File: src/hw/rtl/npps_pkg.sv
// npps_pkg: shared types and constants of the priority scheduler
// used by npps_cell and nonpreemptive_priority_scheduler; no dependencies
package npps_pkg;

  localparam int TIME_W = 16;   // arrival and burst width
  localparam int PRIO_W = 8;
  localparam int SLOT_W = 6;    // slot index, covers up to 64 cells
  localparam int CLK_W  = 22;   // schedule clock and per-job times
  localparam int SUM_W  = 27;   // running totals

  // candidate record handed from cell to cell along the chain
  typedef struct packed {
    logic              valid;     // a pickable job has been found
    logic [SLOT_W-1:0] slot;
    logic [TIME_W-1:0] arrival;
    logic [TIME_W-1:0] burst;
    logic [PRIO_W-1:0] prio;
    logic [TIME_W-1:0] min_arr;   // earliest unserved arrival so far
  } cand_t;

  // broadcast from the sequencer to every cell
  typedef struct packed {
    logic              load;
    logic [SLOT_W-1:0] load_slot;
    logic [TIME_W-1:0] arrival;
    logic [TIME_W-1:0] burst;
    logic [PRIO_W-1:0] prio;
    logic              serve;
    logic [SLOT_W-1:0] serve_slot;
    logic              clear;
    logic [CLK_W-1:0]  clock_now;
  } cell_ctrl_t;

endpackage

File: src/hw/rtl/npps_cell.sv
// npps_cell: one job slot of the scheduler chain with its compare stage
// depends on npps_pkg (cand_t, cell_ctrl_t)
module npps_cell #(
  parameter logic [5:0] CELL_IDX = 6'd0
) (
  input  logic                clk,
  input  logic                rst,
  input  npps_pkg::cell_ctrl_t ctrl,
  input  npps_pkg::cand_t      cand_in,
  output npps_pkg::cand_t      cand_out
);
  import npps_pkg::*;

  logic              valid;
  logic              served;
  logic [TIME_W-1:0] arrival;
  logic [TIME_W-1:0] burst;
  logic [PRIO_W-1:0] prio;
  cand_t             cand_next;
  logic              open_job;
  logic              eligible;
  logic              better;

  // slot state: held job and its flags
  always_ff @(posedge clk) begin
    if (rst || ctrl.clear) begin
      valid  <= 1'b0;
      served <= 1'b0;
    end else begin
      if (ctrl.load && ctrl.load_slot == CELL_IDX) begin
        valid  <= 1'b1;
        served <= 1'b0;
      end
      if (ctrl.serve && ctrl.serve_slot == CELL_IDX) begin
        served <= 1'b1;
      end
    end
  end

  // job payload
  always_ff @(posedge clk) begin
    if (ctrl.load && ctrl.load_slot == CELL_IDX) begin
      arrival <= ctrl.arrival;
      burst   <= ctrl.burst;
      prio    <= ctrl.prio;
    end
  end

  // compare own job against the incoming candidate
  always_comb begin
    open_job = valid && !served;
    eligible = open_job && ({{(CLK_W-TIME_W){1'b0}}, arrival} <= ctrl.clock_now);
    better   = !cand_in.valid || (prio < cand_in.prio) ||
               ((prio == cand_in.prio) && (arrival < cand_in.arrival));
    cand_next = cand_in;
    if (eligible && better) begin
      cand_next.valid   = 1'b1;
      cand_next.slot    = CELL_IDX;
      cand_next.arrival = arrival;
      cand_next.burst   = burst;
      cand_next.prio    = prio;
    end
    if (open_job && arrival < cand_in.min_arr) begin
      cand_next.min_arr = arrival;
    end
  end

  // hand the candidate to the next cell
  always_ff @(posedge clk) begin
    cand_out <= cand_next;
  end

endmodule

File: config.mk
export PLATFORM = sky130hd
export DESIGN_NAME = npps_cell
export DESIGN_NICKNAME = d
export VERILOG_FILES = /design/src/hw/rtl/npps_pkg.sv /design/src/hw/rtl/npps_cell.sv
export SDC_FILE = /design/constraint.sdc
export NUM_CORES = 1
export LEC_CHECK = 0
export BUFFER_PORTS_ARGS = -buffer_cell sky130_fd_sc_hd__buf_2
export CAP_MARGIN = 15
export CORE_MARGIN = 4
export CORE_UTILIZATION = 51
export CTS_BUF_LIST = sky130_fd_sc_hd__clkbuf_16
export CTS_CLUSTER_SIZE = 12
export DETAILED_ROUTE_END_ITERATION = 16
export PLACE_DENSITY_LB_ADDON = 0.15
export SLEW_MARGIN = 20
export SYNTH_ARGS = -nofsm -noshare
export SYNTH_HDL_FRONTEND = slang
export SYNTH_SLANG_ARGS = --single-unit
export TNS_END_PERCENT = 100
File: constraint.sdc
create_clock -name clk -period 9.5 [get_ports clk]
set_input_delay 1.425 -clock clk [delete_from_list [all_inputs] [get_ports clk]]
set_output_delay 1.425 -clock clk [all_outputs]
set_load 0.05 [all_outputs]
==> run summary <==
First-pass GRT wire length: 17,710 µm
Insertion delay to the later sink of the worst-skew pair: 0.35 ns
Top_reg_cell synth: dfxtp_1
Chip width: 104.0 µm
Total Wirelength: 10,920 µm
DR DRC count: 0
Critical path required time: 9.73 ns
Syn Std Cell Area: 0.004700 mm²
Syn-to-layout area delta: 30.72%
Routed vias: 3,533
Clock Skew: 0.01067 ns
Port bufs: 204
Core area: 0.008848 mm²
FF+latch area: 0.002502 mm²
IO Count: 205
Layout cell share with drive strength beyond 1: 44.02%
Post-route ant nets: 0
Largest net degree at the start of global routing: 29
Vias per cell: 4.976
Critical Path Source Type: input pin
Total GRT Usage: 20.30%
Filler cells: 668
CTS sink count: 105
Critical-path cell list: buf_2 > inv_1 > ha_1 > nand2_1 > nor4_1 > nand4_1 > or3_1 > a221oi_4 > buf_4 > mux2_2
Die Area: 0.01082 mm²
Vias in the first global route: 3,810
Initial DRC count: 84
Root Driver: clkbuf_16
Fmax: 240.7 MHz
CP Data Arrival Time: 4.39 ns
Syn Nets: 579
Hold WC Path Type: reg -> reg
Synthesized flop and latch total: 105
Final setup fails: 0
Mean Syn Cell Area: 12.27 µm²
Hpwl dp: 8758 µm
Critical Path Max Stage Delay: 0.58 ns
Slew margin rel.: 58.45%
RePlAce Congestion: 0.8348
Aggregate global routing overflow: 0
Status: finished clean
Worst Path Max Fanout: 28
CTS max path bufs: 2
Ys async rst share: 0%
CP delay by family, top: simple AND/OR/NAND/NOR gates
Worst slew pin tran: 0.6233 ns
Hold Vio Cnt, Final: 0
Sequential share of the synthesized area: 53.25%
Initial antenna violation count: 0
Main combinational cell family by area after synthesis: adder cells
WL/cell: 15.39 µm
Leakage power total: 0.003014 µW
Initial Utilization: 53.11%
RSZ-0062 raised after global routing: no
TritonCTS clock tree: built
Syn. warnings: 0
Rows: 34
Mux cell area share after synthesis: 13.42%
Peak supply drop: 0.1130 mV
TritonRoute pass-1 iters: 4
Max_cap viols: 0
Buffers and inverters on the worst path: 3
Pwr/cell area: 159.3 mW/mm²
Multi-input gate area in the final layout: 0.001947 mm²
Postcts setup bufs: 0
Count of pins over their slew limit: 0
Clk slew on worst S/H paths: 0.07 ns
Hold_buf cts: 0
Post-cts sizing count: 0
Fin nets: 793
Compound-cell area share of the yosys netlist: 6.124%
Setup TNS: 0 ns
Die Ht: 104.0 µm
Worst path slowest cell: a221oi_4
Post-synthesis cell count: 383
Final design utilization: 69.43%
Period utilisation layout: 43.73%
Post-synth EDFFs: 40
TritonCTS buffer count: 9
Adder-Cell Fraction of Synth Area: 14.38%
Antenna Diode Count: 0
Reg2Reg Setup Slack: 6.02 ns
Worst setup EP type: flip-flop
Distinct cells, synth: 40
Min cycle time layout: 4.154 ns
XOR/XNOR Fraction of Synth Area: 0%
Crit Path Class: in -> reg
Synth Area in Simple Gates: 7.135%
H-tree depth: 3
==> cells by family (layout without fill, tap and decap cells) <==
kind of cell | count (synthesis) | in the layout
AO/OA/AOI/OAI | 45 | 45
adder cells (fa/ha/maj) | 54 | 54
buffers and inverters | 64 | 283
flip-flops | 105 | 105
multiplexers | 56 | 56
AND/OR/NAND/NOR | 59 | 59
==> worst reg2reg max path: stages, from the launching register on <==
cell      delay, ns
edfxtp_1       0.48
ha_1           0.35
nand2_1        0.08
nor4_1         0.48
nand4_1        0.15
or3_1          0.40
a221oi_4       0.58
buf_4          0.46
mux2_2         0.40
==> worst paths after layout <==
check	startpoint	endpoint	depth (start not counted)
max reg2reg	arrival[11]	cand_out[16]	8
min reg2reg	burst[13]	cand_out[37]	1
max	ctrl[13]	cand_out[16]	10
min	burst[13]	cand_out[37]	1
==> cells in the mapped netlist (2+ instances only) <==
cell	n	area, µm²
or4b_2	2	20.02
a31oi_1	2	12.51
nor3_1	2	10.01
nand4_1	5	31.28
o21ai_0	8	40.04
nor2_1	7	26.28
nand3_1	6	30.03
o221ai_1	2	17.52
a21o_1	4	30.03
buf_6	3	33.78
dfxtp_1	65	1301
a21oi_1	19	95.09
nor4_1	4	25.02
inv_1	58	217.7
edfxtp_1	40	1201
mux2_1	23	259.0
ha_1	54	675.7
nor2b_1	11	68.82
nand2b_1	3	18.77
mux2_2	33	371.6
nand2_1	13	48.80
==> layout make-up <==
type / count / area share [%]
inverters: 58 / 3.544
repair buffers: 209 / 17.29
multi-input cells: 214 / 31.69
clock inverters: 7 / 0.8758
clock buffers: 9 / 3.666
well taps: 108 / 2.200
flip-flops and latches: 105 / 40.73
==> flip-flops by register name, summed over array words and instances, names as in the netlist <==
signal and count:
prio 8, cand_out 63, valid 1, burst 16
served 1, arrival 16
==> through the flow <==
stage	hold WS (ns)	total power, µW	area [µm²]	setup WS (ns)	cells
3_3_place_gp	0.4361	635.0	5853	4.618	693
2_1_floorplan	0.4321	583.3	4700	2.906	383
5_1_grt	0.4780	1017	6143	5.071	710
6_report	0.4578	978.7	6143	5.346	710
4_1_cts	0.4633	986.0	6143	5.328	710
3_5_place_dp	0.4438	637.5	5864	4.975	694
==> per-layer routing <==
layer | share of wire (%) | track usage (%) | routed length [µm] | up-vias
li1 | - | - | - | 1785
met1 | 40 | 22.48 | 4350 | 1598
met2 | 50 | 36.77 | 5436 | 137
met3 | 8.9 | 6.518 | 971 | 13
met4 | 1.5 | 6.553 | 167 | 0
met5 | 0 | 0 | 0 | -
==> placed cells by master (no fill, tap or decap), drive strengths merged, types with 5 or more instances in the layout <==
master | netlist | final
mux2 | 56 | 56
nand3 | 6 | 6
nand4 | 5 | 5
nor2 | 7 | 7
clkbuf | 1 | 9
ha | 54 | 54
edfxtp | 40 | 40
a21oi | 19 | 19
inv | 58 | 62
buf | 5 | 209
dfxtp | 65 | 65
nor2b | 11 | 11
o21ai | 8 | 8
nand2 | 13 | 13
==> where the power goes <==
group / internal, µW / switching, µW / total [µW] / leakage (µW)
Sequential: 482 / 4.35 / 486 / 0.000908
Combinational: 52.3 / 88.2 / 141 / 0.00197
Clock: 181 / 171 / 352 / 0.000140
Total: 715 / 264 / 979 / 0.00301
(Power assumes the default switching activity.)
